`config.mk`:
```
export PLATFORM = sky130hd
export DESIGN_NAME = prou_queue
export DESIGN_NICKNAME = d
export VERILOG_FILES = /design/src/design/prou_pkg.sv /design/src/design/prou_queue.sv
export SDC_FILE = /design/constraint.sdc
export NUM_CORES = 1
export LEC_CHECK = 0
export BUFFER_PORTS_ARGS = -buffer_cell sky130_fd_sc_hd__buf_2
export CAP_MARGIN = 20
export CORE_ASPECT_RATIO = 0.7
export CORE_MARGIN = 3
export CORE_UTILIZATION = 27
export CTS_CLUSTER_SIZE = 24
export DETAILED_ROUTE_END_ITERATION = 7
export MAX_ROUTING_LAYER = met4
export PLACE_DENSITY = 0.58
export RECOVER_POWER = 100
export SYNTH_ARGS = -nofsm -noshare
export SYNTH_HDL_FRONTEND = slang
export SYNTH_SLANG_ARGS = --single-unit
```
`constraint.sdc`:
```
create_clock -name clk -period 3.25 [get_ports clk]
set_clock_uncertainty 0.05 [all_clocks]
set_input_delay 0.4875 -clock clk [delete_from_list [all_inputs] [get_ports clk]]
set_output_delay 0.4875 -clock clk [all_outputs]
set_load 0.01 [all_outputs]
```
`src/design/prou_pkg.sv`:
```
// Shared types, constants and color functions of the pixel raster unit
`default_nettype none
package prou_pkg;

    // Widths fixed by the item fields
    localparam int COORD_W = 16;
    localparam int COLOR_W = 16;
    localparam int CNT_W   = 11;
    localparam int PROD_W  = 23;
    localparam int OFF_W   = 25;

    localparam int STORE_BYTES_DEF = 131072;
    localparam int QUEUE_DEPTH     = 2;

    // Configuration register indexes
    localparam int CFG_IDX_W = 3;
    localparam logic [CFG_IDX_W-1:0] CFG_FRAME_WIDTH  = 3'd0;
    localparam logic [CFG_IDX_W-1:0] CFG_FRAME_HEIGHT = 3'd1;
    localparam logic [CFG_IDX_W-1:0] CFG_ROW_STRIDE   = 3'd2;
    localparam logic [CFG_IDX_W-1:0] CFG_PIXEL_16BIT  = 3'd3;
    localparam logic [CFG_IDX_W-1:0] CFG_CHROMA_KEY   = 3'd4;
    localparam logic [CFG_IDX_W-1:0] CFG_DITHER       = 3'd5;
    localparam logic [CFG_IDX_W-1:0] CFG_BLEND        = 3'd6;
    localparam logic [CFG_IDX_W-1:0] CFG_SCISSOR      = 3'd7;

    localparam logic [63:0] SCISSOR_RESET = 64'hFFFF_FFFF_0000_0000;

    // Commands
    localparam logic CMD_PIXEL = 1'b0;
    localparam logic CMD_FILL  = 1'b1;

    // Dither and raster operation codes
    localparam logic [1:0] DITHER_OFF = 2'd0;
    localparam logic [1:0] DITHER_2X2 = 2'd1;
    localparam logic [1:0] ROP_COPY   = 2'd0;
    localparam logic [1:0] ROP_XOR    = 2'd1;
    localparam logic [1:0] ROP_OR     = 2'd2;
    localparam logic [1:0] ROP_AND    = 2'd3;

    typedef enum logic [1:0] {
        ST_WRITTEN = 2'd0,
        ST_OUTSIDE = 2'd1,
        ST_SCISSOR = 2'd2,
        ST_KEYED   = 2'd3
    } status_t;

    typedef enum logic [1:0] {
        B_CLEAR,
        B_IDLE,
        B_READ,
        B_FILL
    } back_state_t;

    typedef struct packed {
        logic [10:0] frame_width;
        logic [10:0] frame_height;
        logic [11:0] row_stride;
        logic        pixel_16bit;
        logic [16:0] chroma_key;
        logic [1:0]  dither_select;
        logic [1:0]  blend_select;
        logic [63:0] scissor_rect;
    } cfg_t;

    // Classified operation handed from front to back
    typedef struct packed {
        logic               cmd;
        status_t            status;
        logic [OFF_W-1:0]   base;
        logic [CNT_W-1:0]   count;
        logic [COLOR_W-1:0] color;
    } op_t;

    // Bayer thresholds, indexed by {y, x}
    localparam logic [1:0] BAYER2 [4]  = '{2'd0, 2'd2, 2'd3, 2'd1};
    localparam logic [3:0] BAYER4 [16] = '{
        4'd0,  4'd8,  4'd2,  4'd10,
        4'd12, 4'd4,  4'd14, 4'd6,
        4'd3,  4'd11, 4'd1,  4'd9,
        4'd15, 4'd7,  4'd13, 4'd5
    };

    // Per channel biased add with saturation
    function automatic logic [15:0] dither_px(input logic [15:0] c, input logic p16,
                                              input logic [3:0] bv);
        logic [5:0] rs;
        logic [6:0] gs;
        logic [5:0] bs;
        logic [3:0] r8;
        logic [3:0] g8;
        logic [2:0] b8;
        logic [15:0] res;
        rs = {1'b0, c[15:11]} + {5'd0, bv[3]};
        gs = {1'b0, c[10:5]} + {5'd0, bv[3:2]};
        bs = {1'b0, c[4:0]} + {5'd0, bv[3]};
        r8 = {1'b0, c[7:5]} + {1'b0, bv[3:1]};
        g8 = {1'b0, c[4:2]} + {1'b0, bv[3:1]};
        b8 = {1'b0, c[1:0]} + {2'd0, bv[3]};
        if (p16)
        begin
            res = {(rs >= 6'd31) ? 5'd31 : rs[4:0],
                   (gs >= 7'd63) ? 6'd63 : gs[5:0],
                   (bs >= 6'd31) ? 5'd31 : bs[4:0]};
        end
        else
        begin
            res = {8'd0,
                   (r8 >= 4'd7) ? 3'd7 : r8[2:0],
                   (g8 >= 4'd7) ? 3'd7 : g8[2:0],
                   (b8 >= 3'd3) ? 2'd3 : b8[1:0]};
        end
        return res;
    endfunction

    function automatic logic [15:0] blend_op(input logic [1:0] sel, input logic [15:0] src,
                                             input logic [15:0] old);
        logic [15:0] res;
        case (sel)
            ROP_XOR: res = src ^ old;
            ROP_OR:  res = src | old;
            ROP_AND: res = src & old;
            default: res = src;
        endcase
        return res;
    endfunction

endpackage
`default_nettype wire

```
`src/design/prou_queue.sv`:
```
// Short queue of classified operations between front and back
`default_nettype none
module prou_queue
    import prou_pkg::*;
(
    input  wire logic clk,
    input  wire logic rst_n,
    input  wire logic push,
    input  wire op_t  push_data,
    output logic      full,
    input  wire logic pop,
    output op_t       pop_data,
    output logic      empty
);

    localparam int PTR_W = (QUEUE_DEPTH > 1) ? $clog2(QUEUE_DEPTH) : 1;

    op_t              entry_reg [QUEUE_DEPTH];
    logic [PTR_W-1:0] wr_ptr_reg, wr_ptr_next;
    logic [PTR_W-1:0] rd_ptr_reg, rd_ptr_next;
    logic [PTR_W:0]   count_reg, count_next;

    assign full     = (count_reg == (PTR_W+1)'(QUEUE_DEPTH));
    assign empty    = (count_reg == '0);
    assign pop_data = entry_reg[rd_ptr_reg];

    // Pointer and fill count update
    always_comb
    begin
        wr_ptr_next = wr_ptr_reg;
        rd_ptr_next = rd_ptr_reg;
        count_next  = count_reg;
        if (push)
        begin
            wr_ptr_next = (wr_ptr_reg == PTR_W'(QUEUE_DEPTH-1)) ? '0 : wr_ptr_reg + 1'b1;
        end
        if (pop)
        begin
            rd_ptr_next = (rd_ptr_reg == PTR_W'(QUEUE_DEPTH-1)) ? '0 : rd_ptr_reg + 1'b1;
        end
        if (push && !pop)
        begin
            count_next = count_reg + 1'b1;
        end
        else if (pop && !push)
        begin
            count_next = count_reg - 1'b1;
        end
    end

    always_ff @(posedge clk or negedge rst_n)
    begin
        if (!rst_n)
        begin
            wr_ptr_reg <= '0;
            rd_ptr_reg <= '0;
            count_reg  <= '0;
        end
        else
        begin
            wr_ptr_reg <= wr_ptr_next;
            rd_ptr_reg <= rd_ptr_next;
            count_reg  <= count_next;
        end
    end

    always_ff @(posedge clk)
    begin
        if (push)
        begin
            entry_reg[wr_ptr_reg] <= push_data;
        end
    end

endmodule
`default_nettype wire

```
# Word-level counts from Yosys, hierarchy flattened

Memories as Yosys holds them, arrays and structs flattened.
Cells that the tools add are included.
Widths: inputs -> output; s select.

Bits in registers: 4
Latch bits: 0
Memory bits (writable): 110
ROM bits: 0
Input port bits: 59
Output and inout port bits: 57
Logic and storage cells: 21
Memories: 1

Add/sub/neg operators: 4
Multiply operators: 0
Divide/modulo/power cells: 0
Order comparisons: 0
Eq/ne operators: 1
Shift-type cells: 0
Multiplexer cells: 6
Bitwise operators: 0
Reductions and logical operators: 6

Memories:

| memory    | words | bits a word | read ports | clocked after memory_dff | write ports | RTL line         | source |
|---|---|---|---|---|---|---|---|
| entry_reg | 2     | 55          | 1          | 0                        | 1           | prou_queue.sv:18 | `op_t entry_reg [QUEUE_DEPTH];` |

Operator list:

| cell                | count |
|---|---|
| $mux 1              | 4 |
| $mux 2              | 2 |
| $add 1x1->1 const B | 2 |
| $add 2x1->2 const B | 1 |
| $eq 2x2->1 const B  | 1 |
| $logic_and 1x1->1   | 2 |
| $logic_not 1->1     | 2 |
| $logic_not 2->1     | 1 |
| $reduce_bool 2->1   | 1 |
| $sub 2x1->2 const B | 1 |

# Depth between registers and ports, before layout

Gate-level depths: netlist of run 1.

Word-level depth: 4
Mapped depth: 5
Mapped depth without buffers: 5

# Worst setup path after synthesis of run 1

Ideal clock, no wire load.

Path type: in2reg
From: input port push
To: memory entry_reg[0][0] in the netlist's numbering (enable)
Library setup time: 475 ps
Arrival: 2,918 ps
Data required time: 2,725 ps
Setup slack: -192 ps
Stages on the path: 1
Path buffers: 0
Path through: nor2b_1

Longest elaborated chain between the ends: 2

RTL lines:

| what                         | RTL line         | source |
|---|---|---|
| start: declaration           | prou_queue.sv:8  | `input wire logic push,` |
| $mux 1                       | prou_queue.sv:69 | `if (push)` |
| $mux 1 (not written as such) | prou_queue.sv:71 | `entry_reg[wr_ptr_reg] <= push_data;` |
| end: declaration             | prou_queue.sv:18 |  |

Every way passes these cells.

==> results of run 1 <==
## timing repair
action	in CTS	in global routing
hold buffers	1	0
resized for setup	0	0
hold endpoints to repair	4	0
## metal layers
metal | wire, um | vias to the layer above
met4 | 96 | 0
met5 | 0 | -
met3 | 544 | 11
li1 | - | 1005
met2 | 3760 | 77
met1 | 3570 | 1050
## synthesized netlist by cell type (all sizes together)
library cell | count | share of area, %
edfxtp | 110 | 76
mux2 | 55 | 18
buf | 6 | 1.4
dfrtp | 4 | 2.3
xor2 | 4 | 0.81
nor2 | 2 | 0.17
nor2b | 2 | 0.29
and2 | 1 | 0.14
ha | 1 | 0.29
inv | 1 | 0.087
xnor2 | 1 | 0.20
## worst reg2reg max path, stage by stage (launching register included)
cell	delay, ps
dfrtp_1	400
and2_2	170
clkbuf_1	1290
## power groups by stage
stage | combinational (mW) | clock [mW] | sequential [mW]
detailed placement | 1.39 | 0 | 2.16
floorplan | 1.02 | 0 | 2.05
CTS | 1.40 | 1.70 | 2.13
global placement | 1.38 | 0 | 2.15
global route | 1.20 | 1.78 | 2.16
finish | 1.10 | 1.64 | 2.11
## per-stage QoR
step	instance area, um2	hold WS, ps	power [mW]	util (%)
2_1_floorplan	4320	142	3.07	-
3_3_place_gp	5150	247	3.53	33.0
3_5_place_dp	5150	248	3.55	33.0
4_1_cts	5680	200	5.22	36.4
5_1_grt	5450	201	5.14	34.9
6_report	5450	228	4.85	34.9
## worst paths after layout
kind	startpoint	endpoint	slack, ps	cells after the start
worst max-delay path	rd_ptr_reg$_DFFE_PN0P_	pop_data[44]	560	3
worst min-delay path	push_data[29]	entry_reg[1][29]$_DFFE_PP_	230	1
worst max register to register	wr_ptr_reg$_DFFE_PN0P_	entry_reg[1][39]$_DFFE_PP_	920	2
worst min register to register	count_reg[1]$_DFFE_PN0P_	count_reg[1]$_DFFE_PN0P_	430	1
max in group asynchronous	rst_n	rd_ptr_reg$_DFFE_PN0P_	2540	2
min in group asynchronous	rst_n	count_reg[0]$_DFFE_PN0P_	400	2
## cells by family (layout without fill, tap and decap cells)
kind of cell | Yosys count | count (layout) | synth area share [%]
xor gates and xnor gates | 5 | 5 | 1.01
adders and majority gates | 1 | 1 | 0.290
buffers and inverters | 7 | 153 | 1.51
DFF | 114 | 114 | 78.8
muxes | 55 | 55 | 17.8
and+or+nand+nor | 5 | 5 | 0.608
## final cells by class
| cell class | instances | area share [%] |
|---|---|---|
| clock inverter | 13 | 1.77 |
| multi-input combinational | 66 | 13.2 |
| sequential | 114 | 62.5 |
| clock buffer | 18 | 7.87 |
| tap | 200 | 4.59 |
| inverter | 1 | 0.0689 |
| timing repair buffer | 121 | 10.0 |
==> flow_summary.ini, run 1 <==
[run_status]
outcome = complete, but fails checks
violations = max-capacitance violations, max-slew violations

[final_layout]
largest_register_ffs = 110
antenna_cells = 0
syn_to_final_growth_pct = 26.2
multi_input_area_um2 = 718
fin_cells = 533
drive_gt1_share_pct = 33.0
fillCellCount = 1545
layout_commonest_cell = edfxtp_1
fin_nets = 381
final-seq-area_mm2 = 0.00341
layout_common_cells = edfxtp_1 (110), buf_2 (65), clkbuf_1 (55), mux2_1 (40), clkbuf_16 (17)

[synth]
synth_fp_nets = 247
seq_area_frac_synth_pct = 78.8
netlist_instances = 187
yosysWarnings = 0
avgSynthCellArea_um2 = 23.1
synth_cell_type_count = 13
synth-seq-cells = 114
syn_area_mm2 = 0.00432

[critical_path]
worst_path_max_delay_cell = dfrtp_4
critPathArrivalTime_ps = 2150
cp-end-kind = output pin
cp_slowest_stage_delay_ps = 690
path_class = reg2out
startpoint_type = register
critPathBufInv = 2
critPathMaxFanout = 30
cp.required_ps = 2710
path_cells = clkbuf_4 -> mux2_1 -> buf_2
crit_family = flip-flops

[die]
num_rows = 38
die_area_mm2 = 0.0176
core_area_mm2 = 0.0156
start_util_pct = 27.7
ios = 116
fp.dieW_um = 157
die_y_um = 112

[global_routing]
grt_pass1_wl_um = 12200
grt.busiest_layer = met2
antenna_found_initial = 0
grt_pass1_vias = 2362
grt_max_degree = 31
met3_usage_pct = 4.23
use_met2_pct = 15.1
track_usage_pct = 9.63
use_met1_pct = 11.0
gr-total-overflow = 0

[timing]
setup_viol = 0
tightestPinTransition_ps = 1800
rsz0062_at_grt = no
fmax_ghz = 0.372
timing.final.hold_violations = 0
relSlewSlack_pct = -20.2
finalWorstSetupSlack_ps = 561
fin_crit_sh_pct = 82.7
tns_ps = 0
slew_viol_final = 114
post-route-min-period_ps = 2690

[cts]
htree_levels = 4
clkSinkCount = 114
numCtsBuffers = 17
clkTransAtPathRegs_ps = 50
cts_tree = done
postCtsSetupRepairBufs = 0
cts_buffer_depth = 2
clkLatencyLatePin_ps = 390
root_buffer = clkbuf_16

[placement]
place_inst = 501
pre_cts_slack_ps = 1120
gp_congestion = 0.664
hpwl_um = 5140
portBuffers = 115

[drt]
wirelength_um = 7970
wl_per_cell_um = 15.0
vias = 2143
firstDrtPassIters = 4
drtIter0Drc = 79
viasPerCell = 4.02
drtAntennaViolNets = 0
remaining_drc_errors = 0

[power]
vdd_drop_max_v = 0.000311
switching_power_mw = 1.37
p_clk_share_pct = 33.7
switching_share_pct = 28.2
power.density_mw_per_mm2 = 890
cellLeakagePower_nw = 1.94
p_seq_share_pct = 43.6
internal_power_mw = 3.48
p_comb_share_pct = 22.7

[flow_run]
drv_cap = 4

[worst_hold_path]
hold_class = in2reg
(Power assumes the default switching activity.)
==> inputs of run 2 (changes only) <==
--- a/config.mk
+++ b/config.mk
@@ -13,7 +13,7 @@
 export CTS_CLUSTER_SIZE = 24
 export DETAILED_ROUTE_END_ITERATION = 7
 export MAX_ROUTING_LAYER = met4
-export PLACE_DENSITY = 0.58
+export PLACE_DENSITY = 0.57
 export RECOVER_POWER = 100
 export SYNTH_ARGS = -nofsm -noshare
 export SYNTH_HDL_FRONTEND = slang
==> constraint.sdc (replaced) <==
create_clock -name clk -period 2.6 [get_ports clk]
set_clock_uncertainty 0.05 [all_clocks]
set_input_delay 0.39 -clock clk [delete_from_list [all_inputs] [get_ports clk]]
set_output_delay 0.39 -clock clk [all_outputs]
set_load 0.01 [all_outputs]
==> run 2 against run 1 <==
The flow still finishes with violations (max-capacitance violations, max-slew violations). Sequential share of layout area decreased by 0.95 points. Critical endpoint is now pop_data[47]. Highest routed layer unchanged. Sequential power increased by 23%. Die area unchanged.
==> flow_summary.ini, run 2 (synthesized netlist as in run 1, its figures left out) <==
[final_layout]
fin_nets = 382
layout_commonest_cell = edfxtp_1
largest_register_ffs = 110
layout_common_cells = edfxtp_1 (110), clkbuf_1 (62), buf_2 (56), mux2_1 (38), clkbuf_16 (17)
drive_gt1_share_pct = 32.0
antenna_cells = 0
syn_to_final_growth_pct = 28.1

[drt]
firstDrtPassIters = 4
wirelength_um = 8020
vias = 2178
viasPerCell = 4.08
drtAntennaViolNets = 0
wl_per_cell_um = 15.0
drtIter0Drc = 77
remaining_drc_errors = 0

[critical_path]
r2r_setup_slack_ps = 390
path_class = reg2out
rr_startpoint = wr_ptr_reg$_DFFE_PN0P_
reg2reg_to = entry_reg[0][22]$_DFFE_PP_
cp.required_ps = 2160
crit_family = flip-flops
startpoint_type = register
cp-end-kind = output pin
critPathArrivalTime_ps = 1870
critPathMaxFanout = 28
worst_path_max_delay_cell = dfrtp_4
critPathBufInv = 2
cp_slowest_stage_delay_ps = 590
ff2ff_path_depth = 2
path_cells = buf_6 -> mux2_1 -> buf_2

[global_routing]
grt_pass1_wl_um = 12300
grt_max_degree = 29
grt_pass1_vias = 2419
track_usage_pct = 9.78
antenna_found_initial = 0
gr-total-overflow = 0

[die]
ios = 116
fp.dieW_um = 157
core_area_mm2 = 0.0156
die_area_mm2 = 0.0176
num_rows = 38
start_util_pct = 27.7
die_y_um = 112

[placement]
hpwl_um = 5490
pre_cts_slack_ps = 717
gp_congestion = 0.694
portBuffers = 115

[timing]
timing.final.hold_violations = 0
whs_ps = 126
rsz0062_at_grt = no
tns_ps = 0
post-route-min-period_ps = 2310
fmax_ghz = 0.433
setup_viol = 0
tightestPinTransition_ps = 1670
slew_viol_final = 28
fin_crit_sh_pct = 88.9
finalWorstSetupSlack_ps = 289
relSlewSlack_pct = -11.1

[cts]
cts_buffer_depth = 2
root_buffer = clkbuf_16
clkTransAtPathRegs_ps = 50
numCtsBuffers = 17
cts_tree = done
clkSinkCount = 114
htree_levels = 4
cts_resized = 0
clkLatencyLatePin_ps = 400

[run_status]
outcome = complete, but fails checks
violations = max-capacitance violations, max-slew violations

[worst_hold_path]
hold_class = in2reg
min-delay-start = push_data[5]
whs_endpoint = entry_reg[1][5]$_DFFE_PP_
whs_path_depth = 1

[power]
vdd_drop_max_v = 0.000466
cellLeakagePower_nw = 1.97
power.density_mw_per_mm2 = 1150

[flow_run]
drv_cap = 1
## run 2: where the power goes
group | internal (mW) | leakage (nW) | switching, mW
logic | 0.630 | 0.607 | 0.822
registers | 2.46 | 1.08 | 0.145
clock network | 1.58 | 0.285 | 0.749
## run 2: worst max-delay path by stage
stage                                           end  depth (start not counted)              startpoint
final                                  pop_data[47]                          3  rd_ptr_reg$_DFFE_PN0P_
after detailed placement               pop_data[35]                          3  rd_ptr_reg$_DFFE_PN0P_
after global routing                   pop_data[53]                          3  rd_ptr_reg$_DFFE_PN0P_
after CTS                              pop_data[35]                          3  rd_ptr_reg$_DFFE_PN0P_
after floorplan           entry_reg[0][0]$_DFFE_PP_                          1                    push
after global placement                 pop_data[35]                          3  rd_ptr_reg$_DFFE_PN0P_
## run 2: layout make-up
| cell class | instances | area [um2] |
|---|---|---|
| fillers | 1553 | 10100 |
| flip-flops and latches | 114 | 3410 |
| multi-input cells | 66 | 726 |
| repair buffers | 122 | 549 |
| clock buffers | 19 | 433 |
| well taps | 200 | 250 |
| clock inverters | 12 | 165 |
| inverters | 1 | 3.75 |
## run 2: what timing repair did
item | CTS | global route
hold buffers | 1 | 0
buffers inserted | 0 | 0
hold endpoints to repair | 4 | 0
setup endpoints to repair | 0 | 0
## run 2: layer usage
metal	global-route usage, %	part of all wire [%]	up-vias
met5	-	0	-
met4	3.47	1.0	0
met3	5.32	9.0	9
met2	14.1	46	87
met1	11.6	44	1077
li1	-	-	1005
## run 2: stage by stage
step           area (um2)  power [mW]  utilization, %  std cells
2_1_floorplan        4320        3.84               -        187
3_3_place_gp         5150        4.42            33.1        502
3_5_place_dp         5150        4.46            33.1        502
4_1_cts              5760        6.84            37.0        534
5_1_grt              5530        6.73            35.5        534
6_report             5530        6.38            35.5        534
