File: src/design/prou_pkg.sv
// Shared types, constants and color functions of the pixel raster unit
`default_nettype none
package prou_pkg;

    // Widths fixed by the item fields
    localparam int COORD_W = 16;
    localparam int COLOR_W = 16;
    localparam int CNT_W   = 11;
    localparam int PROD_W  = 23;
    localparam int OFF_W   = 25;

    localparam int STORE_BYTES_DEF = 131072;
    localparam int QUEUE_DEPTH     = 2;

    // Configuration register indexes
    localparam int CFG_IDX_W = 3;
    localparam logic [CFG_IDX_W-1:0] CFG_FRAME_WIDTH  = 3'd0;
    localparam logic [CFG_IDX_W-1:0] CFG_FRAME_HEIGHT = 3'd1;
    localparam logic [CFG_IDX_W-1:0] CFG_ROW_STRIDE   = 3'd2;
    localparam logic [CFG_IDX_W-1:0] CFG_PIXEL_16BIT  = 3'd3;
    localparam logic [CFG_IDX_W-1:0] CFG_CHROMA_KEY   = 3'd4;
    localparam logic [CFG_IDX_W-1:0] CFG_DITHER       = 3'd5;
    localparam logic [CFG_IDX_W-1:0] CFG_BLEND        = 3'd6;
    localparam logic [CFG_IDX_W-1:0] CFG_SCISSOR      = 3'd7;

    localparam logic [63:0] SCISSOR_RESET = 64'hFFFF_FFFF_0000_0000;

    // Commands
    localparam logic CMD_PIXEL = 1'b0;
    localparam logic CMD_FILL  = 1'b1;

    // Dither and raster operation codes
    localparam logic [1:0] DITHER_OFF = 2'd0;
    localparam logic [1:0] DITHER_2X2 = 2'd1;
    localparam logic [1:0] ROP_COPY   = 2'd0;
    localparam logic [1:0] ROP_XOR    = 2'd1;
    localparam logic [1:0] ROP_OR     = 2'd2;
    localparam logic [1:0] ROP_AND    = 2'd3;

    typedef enum logic [1:0] {
        ST_WRITTEN = 2'd0,
        ST_OUTSIDE = 2'd1,
        ST_SCISSOR = 2'd2,
        ST_KEYED   = 2'd3
    } status_t;

    typedef enum logic [1:0] {
        B_CLEAR,
        B_IDLE,
        B_READ,
        B_FILL
    } back_state_t;

    typedef struct packed {
        logic [10:0] frame_width;
        logic [10:0] frame_height;
        logic [11:0] row_stride;
        logic        pixel_16bit;
        logic [16:0] chroma_key;
        logic [1:0]  dither_select;
        logic [1:0]  blend_select;
        logic [63:0] scissor_rect;
    } cfg_t;

    // Classified operation handed from front to back
    typedef struct packed {
        logic               cmd;
        status_t            status;
        logic [OFF_W-1:0]   base;
        logic [CNT_W-1:0]   count;
        logic [COLOR_W-1:0] color;
    } op_t;

    // Bayer thresholds, indexed by {y, x}
    localparam logic [1:0] BAYER2 [4]  = '{2'd0, 2'd2, 2'd3, 2'd1};
    localparam logic [3:0] BAYER4 [16] = '{
        4'd0,  4'd8,  4'd2,  4'd10,
        4'd12, 4'd4,  4'd14, 4'd6,
        4'd3,  4'd11, 4'd1,  4'd9,
        4'd15, 4'd7,  4'd13, 4'd5
    };

    // Per channel biased add with saturation
    function automatic logic [15:0] dither_px(input logic [15:0] c, input logic p16,
                                              input logic [3:0] bv);
        logic [5:0] rs;
        logic [6:0] gs;
        logic [5:0] bs;
        logic [3:0] r8;
        logic [3:0] g8;
        logic [2:0] b8;
        logic [15:0] res;
        rs = {1'b0, c[15:11]} + {5'd0, bv[3]};
        gs = {1'b0, c[10:5]} + {5'd0, bv[3:2]};
        bs = {1'b0, c[4:0]} + {5'd0, bv[3]};
        r8 = {1'b0, c[7:5]} + {1'b0, bv[3:1]};
        g8 = {1'b0, c[4:2]} + {1'b0, bv[3:1]};
        b8 = {1'b0, c[1:0]} + {2'd0, bv[3]};
        if (p16)
        begin
            res = {(rs >= 6'd31) ? 5'd31 : rs[4:0],
                   (gs >= 7'd63) ? 6'd63 : gs[5:0],
                   (bs >= 6'd31) ? 5'd31 : bs[4:0]};
        end
        else
        begin
            res = {8'd0,
                   (r8 >= 4'd7) ? 3'd7 : r8[2:0],
                   (g8 >= 4'd7) ? 3'd7 : g8[2:0],
                   (b8 >= 3'd3) ? 2'd3 : b8[1:0]};
        end
        return res;
    endfunction

    function automatic logic [15:0] blend_op(input logic [1:0] sel, input logic [15:0] src,
                                             input logic [15:0] old);
        logic [15:0] res;
        case (sel)
            ROP_XOR: res = src ^ old;
            ROP_OR:  res = src | old;
            ROP_AND: res = src & old;
            default: res = src;
        endcase
        return res;
    endfunction

endpackage
`default_nettype wire

File: src/design/prou_front.sv
// Front end: accepts items, clips, keys, dithers and computes store offsets
`default_nettype none
module prou_front
    import prou_pkg::*;
#(
    parameter int STORE_BYTES = STORE_BYTES_DEF
)
(
    input  wire logic                       clk,
    input  wire logic                       rst_n,
    input  wire cfg_t                       cfg,
    input  wire logic                       hold,
    input  wire logic                       in_valid,
    output logic                            in_stall,
    input  wire logic                       command,
    input  wire logic signed [COORD_W-1:0]  pos_x,
    input  wire logic signed [COORD_W-1:0]  pos_y,
    input  wire logic signed [COORD_W-1:0]  span_end_x,
    input  wire logic        [COLOR_W-1:0]  pixel_color,
    input  wire logic                       q_full,
    output logic                            q_push,
    output op_t                             q_data
);

    logic signed [16:0] xs, ys, xes, fw_s, fh_s;
    logic signed [16:0] sxmin, symin, sxmax, symax;
    logic signed [16:0] x0c, x1c, x0s, x1s;
    logic               px_out, px_scis, px_key, fl_out, fl_scis;
    logic [3:0]         bv;
    logic [11:0]        mop;
    status_t            status_a;
    logic [CNT_W-1:0]   x0_a, x1_a;
    logic [COLOR_W-1:0] color_a;
    logic               accept;

    logic               s1_valid_reg, s1_valid_next;
    logic               s1_cmd_reg;
    status_t            s1_status_reg;
    logic [PROD_W-1:0]  s1_prod_reg;
    logic [CNT_W-1:0]   s1_x0_reg, s1_x1_reg;
    logic [COLOR_W-1:0] s1_color_reg;

    logic [OFF_W-2:0]   end_lin, base_lin;
    logic [OFF_W-1:0]   end_off;
    logic               beyond;

    assign in_stall = hold || (s1_valid_reg && q_full);
    assign accept   = in_valid && !in_stall;

    // Signed coordinate views
    assign xs    = 17'(pos_x);
    assign ys    = 17'(pos_y);
    assign xes   = 17'(span_end_x);
    assign fw_s  = $signed({6'd0, cfg.frame_width});
    assign fh_s  = $signed({6'd0, cfg.frame_height});
    assign sxmin = $signed({1'b0, cfg.scissor_rect[15:0]});
    assign symin = $signed({1'b0, cfg.scissor_rect[31:16]});
    assign sxmax = $signed({1'b0, cfg.scissor_rect[47:32]});
    assign symax = $signed({1'b0, cfg.scissor_rect[63:48]});

    // Pixel gates
    assign px_out  = (xs < 0) || (ys < 0) || (xs >= fw_s) || (ys >= fh_s);
    assign px_scis = (xs < sxmin) || (xs > sxmax) || (ys < symin) || (ys > symax);
    assign px_key  = cfg.chroma_key[16] &&
                     (cfg.pixel_16bit ? (pixel_color == cfg.chroma_key[15:0])
                                      : (pixel_color[7:0] == cfg.chroma_key[7:0]));

    // Span clipping to frame then scissor
    assign x0c     = (xs < 0) ? 17'sd0 : xs;
    assign x1c     = (xes >= fw_s) ? (fw_s - 17'sd1) : xes;
    assign fl_out  = (ys < 0) || (ys >= fh_s) || (x0c > x1c);
    assign x0s     = (x0c < sxmin) ? sxmin : x0c;
    assign x1s     = (x1c > sxmax) ? sxmax : x1c;
    assign fl_scis = (ys < symin) || (ys > symax) || (x0s > x1s);

    // Dither threshold
    assign bv = (cfg.dither_select == DITHER_2X2) ? {BAYER2[{pos_y[0], pos_x[0]}], 2'b00}
                                                  : BAYER4[{pos_y[1:0], pos_x[1:0]}];

    // Classification, color and coordinates of the accepted item
    always_comb
    begin
        status_a = ST_WRITTEN;
        x0_a     = xs[CNT_W-1:0];
        x1_a     = xs[CNT_W-1:0];
        color_a  = pixel_color;
        if (command == CMD_PIXEL)
        begin
            if (px_out)
            begin
                status_a = ST_OUTSIDE;
            end
            else if (px_scis)
            begin
                status_a = ST_SCISSOR;
            end
            else if (px_key)
            begin
                status_a = ST_KEYED;
            end
            if (cfg.dither_select != DITHER_OFF)
            begin
                color_a = dither_px(pixel_color, cfg.pixel_16bit, bv);
            end
        end
        else
        begin
            x0_a = x0s[CNT_W-1:0];
            x1_a = x1s[CNT_W-1:0];
            if (fl_out)
            begin
                status_a = ST_OUTSIDE;
            end
            else if (fl_scis)
            begin
                status_a = ST_SCISSOR;
            end
        end
        if (!cfg.pixel_16bit)
        begin
            color_a = {8'd0, color_a[7:0]};
        end
    end

    assign mop = cfg.pixel_16bit ? {1'b0, cfg.frame_width} : cfg.row_stride;

    // Stage one valid
    always_comb
    begin
        s1_valid_next = s1_valid_reg;
        if (accept)
        begin
            s1_valid_next = 1'b1;
        end
        else if (q_push)
        begin
            s1_valid_next = 1'b0;
        end
    end

    always_ff @(posedge clk or negedge rst_n)
    begin
        if (!rst_n)
        begin
            s1_valid_reg <= 1'b0;
        end
        else
        begin
            s1_valid_reg <= s1_valid_next;
        end
    end

    // Row product and item fields
    always_ff @(posedge clk)
    begin
        if (accept)
        begin
            s1_cmd_reg    <= command;
            s1_status_reg <= status_a;
            s1_prod_reg   <= ys[10:0] * mop;
            s1_x0_reg     <= x0_a;
            s1_x1_reg     <= x1_a;
            s1_color_reg  <= color_a;
        end
    end

    // Store offset and range check of the last byte touched
    assign end_lin  = {1'b0, s1_prod_reg} + {13'd0, s1_x1_reg};
    assign base_lin = {1'b0, s1_prod_reg} + {13'd0, s1_x0_reg};
    assign end_off  = cfg.pixel_16bit ? {end_lin, 1'b1} : {1'b0, end_lin};
    assign beyond   = (end_off >= OFF_W'(STORE_BYTES));

    assign q_push = s1_valid_reg && !q_full;

    always_comb
    begin
        q_data.cmd    = s1_cmd_reg;
        q_data.base   = cfg.pixel_16bit ? {base_lin, 1'b0} : {1'b0, base_lin};
        q_data.count  = s1_x1_reg - s1_x0_reg + 1'b1;
        q_data.color  = s1_color_reg;
        q_data.status = s1_status_reg;
        if (s1_status_reg == ST_WRITTEN && beyond)
        begin
            q_data.status = ST_OUTSIDE;
        end
    end

endmodule
`default_nettype wire

File: config.mk
export PLATFORM = sky130hd
export DESIGN_NAME = prou_front
export DESIGN_NICKNAME = d
export VERILOG_FILES = /design/src/design/prou_pkg.sv /design/src/design/prou_front.sv
export SDC_FILE = /design/constraint.sdc
export NUM_CORES = 1
export LEC_CHECK = 0
export ABC_CLOCK_PERIOD_IN_PS = 4100
export BUFFER_PORTS_ARGS = -buffer_cell sky130_fd_sc_hd__buf_4
export CAP_MARGIN = 20
export CORE_MARGIN = 4
export CORE_UTILIZATION = 64
export CTS_BUF_LIST = sky130_fd_sc_hd__clkbuf_4
export CTS_CLUSTER_SIZE = 20
export DETAILED_ROUTE_END_ITERATION = 8
export PLACE_DENSITY = 0.9
export SYNTH_ARGS = -nofsm -noshare
export SYNTH_HDL_FRONTEND = slang
export SYNTH_SLANG_ARGS = --single-unit
File: constraint.sdc
create_clock -name clk -period 4.1 [get_ports clk]
set_input_delay 0 -clock clk [delete_from_list [all_inputs] [get_ports clk]]
set_output_delay 0 -clock clk [all_outputs]
set_load 0.1 [all_outputs]
# == After elaboration in Yosys (flattened, before gate mapping) ==
# Memory sizes are Yosys's and may differ from the RTL's.
# Index checks and enable logic that the tools add are counted.
# word_totals
romBits,64
in_bits,190
ff_bits,65
output_inout_bits,57
n_memories,1
# mem_list
name,words,word_bits,read_ports,rd_clocked_by_memory_dff,write_ports,line,source
(name not given),16,4,1,0,0,prou_front.sv:78,": BAYER4[{pos_y[1:0], pos_x[1:0]}];"
# classes
n_reduce_logical,21
n_mul,1
n_addsub,11
bitwise,2
n_lt_le_gt_ge,22
eq_ne,3
n_mux,34
# op_table
cell,count
2-to-1 mux 17 bit,4
> comparator 17 bit,3
2-to-1 mux 25 bit,2
adder 23 x 11 -> 24 bit,2
greater-or-equal comparator 16 x 12 -> 1 bit,3
2-to-1 mux 16 bit,3
> comparator 16 x 17 -> 1 bit,2
< comparator 16 x 17 -> 1 bit,2
< comparator 16 x 1 -> 1 bit (second input constant),2
greater-or-equal comparator 25 x 18 -> 1 bit (second input constant),1
multiplier 11 x 12 -> 23 bit,1
2-to-1 mux 11 bit,2
2-to-1 mux 2 bit,10
< comparator 17 bit,1
equality test 16 bit,1
adder 5 x 1 -> 6 bit,2
greater-or-equal comparator 6 x 5 -> 1 bit (second input constant),2
2-to-1 mux 12 bit,1
2-to-1 mux 4 bit,3
subtractor 11 x 1 -> 12 bit (second input constant),1
adder 11 x 1 -> 11 bit (second input constant),1
logical OR 1 bit,11
subtractor 11 bit,1
2-to-1 mux 5 bit,2
20 further kinds,31

# == Longest topological paths before layout ==
# logic_depth
depth_word,11
mapped_depth,28
depth_no_buf,26

# == Worst setup path after synthesis ==
# Ideal clock, no wire load.
# synth_timing
kind,input-to-reg
startpoint,input cfg[85] in the netlist's numbering
endpoint,register s1_prod_reg[22] (data pin)
stages,19
n_path_buf,3
arrival_ns,5.447
path_slack_ns,-1.606
required_ns,3.840
path_cell_list,clkbuf_1 clkbuf_1 mux2_2 clkbuf_1 and2_1 fa_1 fa_1 fa_1 fa_1 fa_1 ha_1 a21o_1 a21o_1 a21o_1 a31oi_1 a31oi_1 a21o_1 a21oi_1 xnor2_1
# synth_via
elab_chain_len,2
# synth_lines
item,line,source
from (decl),prou_front.sv:11,"input wire cfg_t cfg,"
2-to-1 mux 12 bit,prou_front.sv:125,"assign mop = cfg.pixel_16bit ? {1'b0, cfg.frame_width} : cfg.row_stride;"
multiplier 11 x 12 -> 23 bit,prou_front.sv:160,s1_prod_reg <= ys[10:0] * mop;
to (signal assigned),prou_front.sv:160,
to (decl),prou_front.sv:39,logic [PROD_W-1:0] s1_prod_reg;
# Every way passes these cells.
# A chain may end at the register's enable or synchronous reset.

# == Final worst setup path ==
# layout_timing
startpoint,input cfg[85] in the netlist's numbering
endpoint,register s1_prod_reg[21] (data pin)
# Same word-level chain as after synthesis.

==> results.sh <==
export IMPL_status="complete, but fails checks"
export IMPL_violations="setup timing"
export IMPL_yosysTopAreaCell="ha_1"
export IMPL_tightest_slew_ps=798
export IMPL_grt_pass1_vias=15900
export IMPL_dp_hpwl_um=37700
export IMPL_clk_latency_ps=430
export IMPL_crit_type="in2reg"
export IMPL_cts_tree="built"
export IMPL_final_area_um2=19000
export IMPL_wl_per_cell_um=21.9
export IMPL_first_iter_violations=1535
export IMPL_hold_violations=0
export IMPL_htree_levels=3
export IMPL_cp_start_kind="primary input"
export IMPL_synth_cells=1646
export IMPL_dpl_cell_count=2271
export IMPL_grt_max_degree=51
export IMPL_wl_um=51900
export IMPL_critPathArrivalTime_ps=5090
export IMPL_required_ps=4300
export IMPL_chipWidth_um=156
export IMPL_yosysWarnings=0
export IMPL_synth_edf_count=64
export IMPL_die_h_um=156
export IMPL_power_mw=10.9
export IMPL_skew_ps=14.1
export IMPL_cts_buffer_depth=2
export IMPL_grt_pass1_wl_um=78700
export IMPL_area_delta_synth_final_pct=34.8
export IMPL_r2r_cells=3
export IMPL_vias=15200
export IMPL_track_usage_pct=40.0
export IMPL_synthDistinctLibCells=75
export IMPL_viasPerCell=6.42
export IMPL_drt_pass1_iter_count=8
export IMPL_cts_buffers=9
export IMPL_drive_above_1_share_pct=30.3
export IMPL_most_common_layout_cells="412 x buf_4, 251 x ha_1, 227 x inv_1"
export IMPL_io_buffers=244
export IMPL_synthFlopType="edfxtp_1"
export IMPL_cpLargestDelayFamily="adder cells"
export IMPL_largest_reg_flops=23
export IMPL_initial_utilization_pct=64.9
export IMPL_ir_worst_vdd_uv=698
export IMPL_p_leak_nw=9.51
export IMPL_synth_avg_cell_area_um2=8.57
export IMPL_post_route_drc_count=0
export IMPL_fin_crit_sh_pct=119
export IMPL_antenna_found_initial=1
export IMPL_boundaryPins=247
export IMPL_synthesis_area_um2=14100
export IMPL_cap_violations=0
export IMPL_syn_nets=2204
export IMPL_dpl_cell_area_um2=17500
export IMPL_n_fill_cell=1025
export IMPL_cp_depth=16
export IMPL_crit_top_cell="fa_1"
export IMPL_layout_commonest_cell="buf_4"
export IMPL_hp_class="in2reg"
export IMPL_slew_headroom_pct=46.4
export IMPL_fp_row_count=54
export IMPL_synth_seq_area_share_pct=13.8
export IMPL_place_gp_congestion=1.02
export IMPL_cts_sinks=65
export IMPL_max_clock_freq_ghz=0.205
export IMPL_cp_slowest_cell="fa_1"
export IMPL_critical_path_cell_chain="buf_12 > mux2_4 > and2_4 > fa_1 > fa_1 > fa_1 > fa_1 > fa_2 > ha_4 > nand4_1 > nor2_1 > o311ai_2 > and3_4 > o41ai_2 > a21oi_1 > xnor2_1"
export IMPL_grt_overflow=0
export IMPL_final_antenna_net_count=0
export IMPL_cts_root_buf="clkbuf_4"
export IMPL_post_place_ws_ps=-1130
export IMPL_path_buf_inv=1
export IMPL_postSynth_asyncResetShare_pct=1.54
export IMPL_finalNonFillerCells=2372
export IMPL_slowest_delay_ps=570
export IMPL_period_needed_ps=4890
export IMPL_holdPathStages=3
export IMPL_ys_seq_elements=65
export IMPL_path_max_fanout=7
export IMPL_drv_slew=0
export IMPL_fp_dieArea_um2=24500
export IMPL_synth_top_cell_area_share_pct=24.2
export IMPL_setup_ws_ps=-789
export IMPL_rsz0062_at_grt="yes"
export IMPL_core_area_um2=21800
export IMPL_cts_clk_slew_worst_paths_ps=130
export IMPL_synthTopCellsByArea="ha_1 24%, edfxtp_1 14%, fa_1 13%, inv_1 6.5%, nand2_1 4.2%"
export IMPL_cellPowerDensity_nw_per_um2=570
export IMPL_end_kind="register"
export IMPL_setup_violations=15
export IMPL_nets=2643
worst reg2reg max path: cells and delay by family (launching register included):
| kind | cells | cell delay [ps] |
|---|---|---|
| compound gates | 1 | 190 |
| buf+inv | 1 | 520 |
| flops | 1 | 420 |
| simple gates | 1 | 690 |
synth_stat cells, types with 4 or more instances:
master and instances:
and3_1 8, a21o_1 26, o32ai_1 4, xnor2_1 47, a2111oi_0 5, ha_1 273, o21bai_1 9, nand4_1 24
a31oi_1 19, nand3_1 35, a22o_1 14, nor2b_1 40, nor2_1 77, mux2_2 44, or3_1 5, and4_1 4
a21oi_1 95, o31ai_1 6, nand2_1 157, a211oi_1 13, nor4_1 14, o221ai_1 4, inv_1 243, nor3_1 17
edfxtp_1 64, and2_1 48, mux2i_1 14, o21a_1 10, o22ai_1 10, clkbuf_1 47, nand2b_1 9, a211o_1 5
nor3b_1 5, o21ai_1 4, fa_1 95, xor2_1 21, o21ai_0 61, o211ai_1 11
power breakdown:
group	switching, mW	total (mW)	internal, mW
clock network	0.265	0.512	0.247
registers	0.132	1.16	1.03
logic	5.26	9.18	3.91
kinds of logic (layout without fill, tap and decap cells):
kind of cell               Yosys count  after routing  share of synthesized area (%)
and+or+nand+nor                    455            456                           15.9
adders and majority gates          368            368                           37.7
AOI/OAI and AO/OA                  332            332                           15.5
buffers and inverters              298            741                           8.20
xor gates and xnor gates            68             68                           4.22
DFF                                 65             65                           13.8
muxes                               60             60                           4.70
other                                0              2                              0
stage by stage:
stage / hold slack, ps / setup TNS [ps] / util, %
2_1_floorplan: -296 / -7710 / -
3_3_place_gp: -225 / -9950 / 80.4
3_5_place_dp: -224 / -12000 / 80.4
4_1_cts: 7.37 / -2310 / 86.1
5_1_grt: 28.5 / -6740 / 87.4
6_report: 28.2 / -5500 / 87.4
layout make-up:
cell class / count / area [um2] / area share, %
Multi-Input combinational cell: 1284 / 11800 / 61.9
Timing Repair Buffer: 480 / 3860 / 20.3
Sequential cell: 65 / 1950 / 10.2
Inverter: 245 / 928 / 4.88
Tap cell: 280 / 350 / 1.84
Clock inverter: 7 / 93.8 / 0.493
Clock buffer: 9 / 67.6 / 0.355
Antenna cell: 2 / 5.00 / 0.0263
timing repair:
item | 4_1_cts | 5_1_grt
hold buffers | 46 | 0
pin swaps | 75 | 44
endpoints found under the hold margin | 36 | 0
gates cloned | 3 | 0
endpoints found under the setup margin | 15 | 15
setup buffers | 23 | 14
resized for setup | 93 | 41
worst paths after layout:
check                                            endpoint                     start  slack, ps
setup / recovery                s1_prod_reg[21]$_DFFE_PP_                   cfg[85]       -790
hold reg to reg                  s1_valid_reg$_DFFE_PN0P_  s1_valid_reg$_DFFE_PN0P_        530
setup reg to reg                 s1_prod_reg[1]$_DFFE_PP_  s1_valid_reg$_DFFE_PN0P_       1890
min in group asynchronous        s1_valid_reg$_DFFE_PN0P_                     rst_n        430
max in group asynchronous        s1_valid_reg$_DFFE_PN0P_                     rst_n       3560
hold / removal             s1_color_reg[14]$_SDFFCE_PN0P_           pixel_color[14]         30
layer usage:
layer  part of all wire, %  wire length [um]  track usage [%]
met5                     0                 0                0
met1                    34             17700             45.4
met3                    10              5260             7.61
met2                    47             24400             69.3
met4                   8.6              4480             24.7
(Power assumes the default switching activity.)
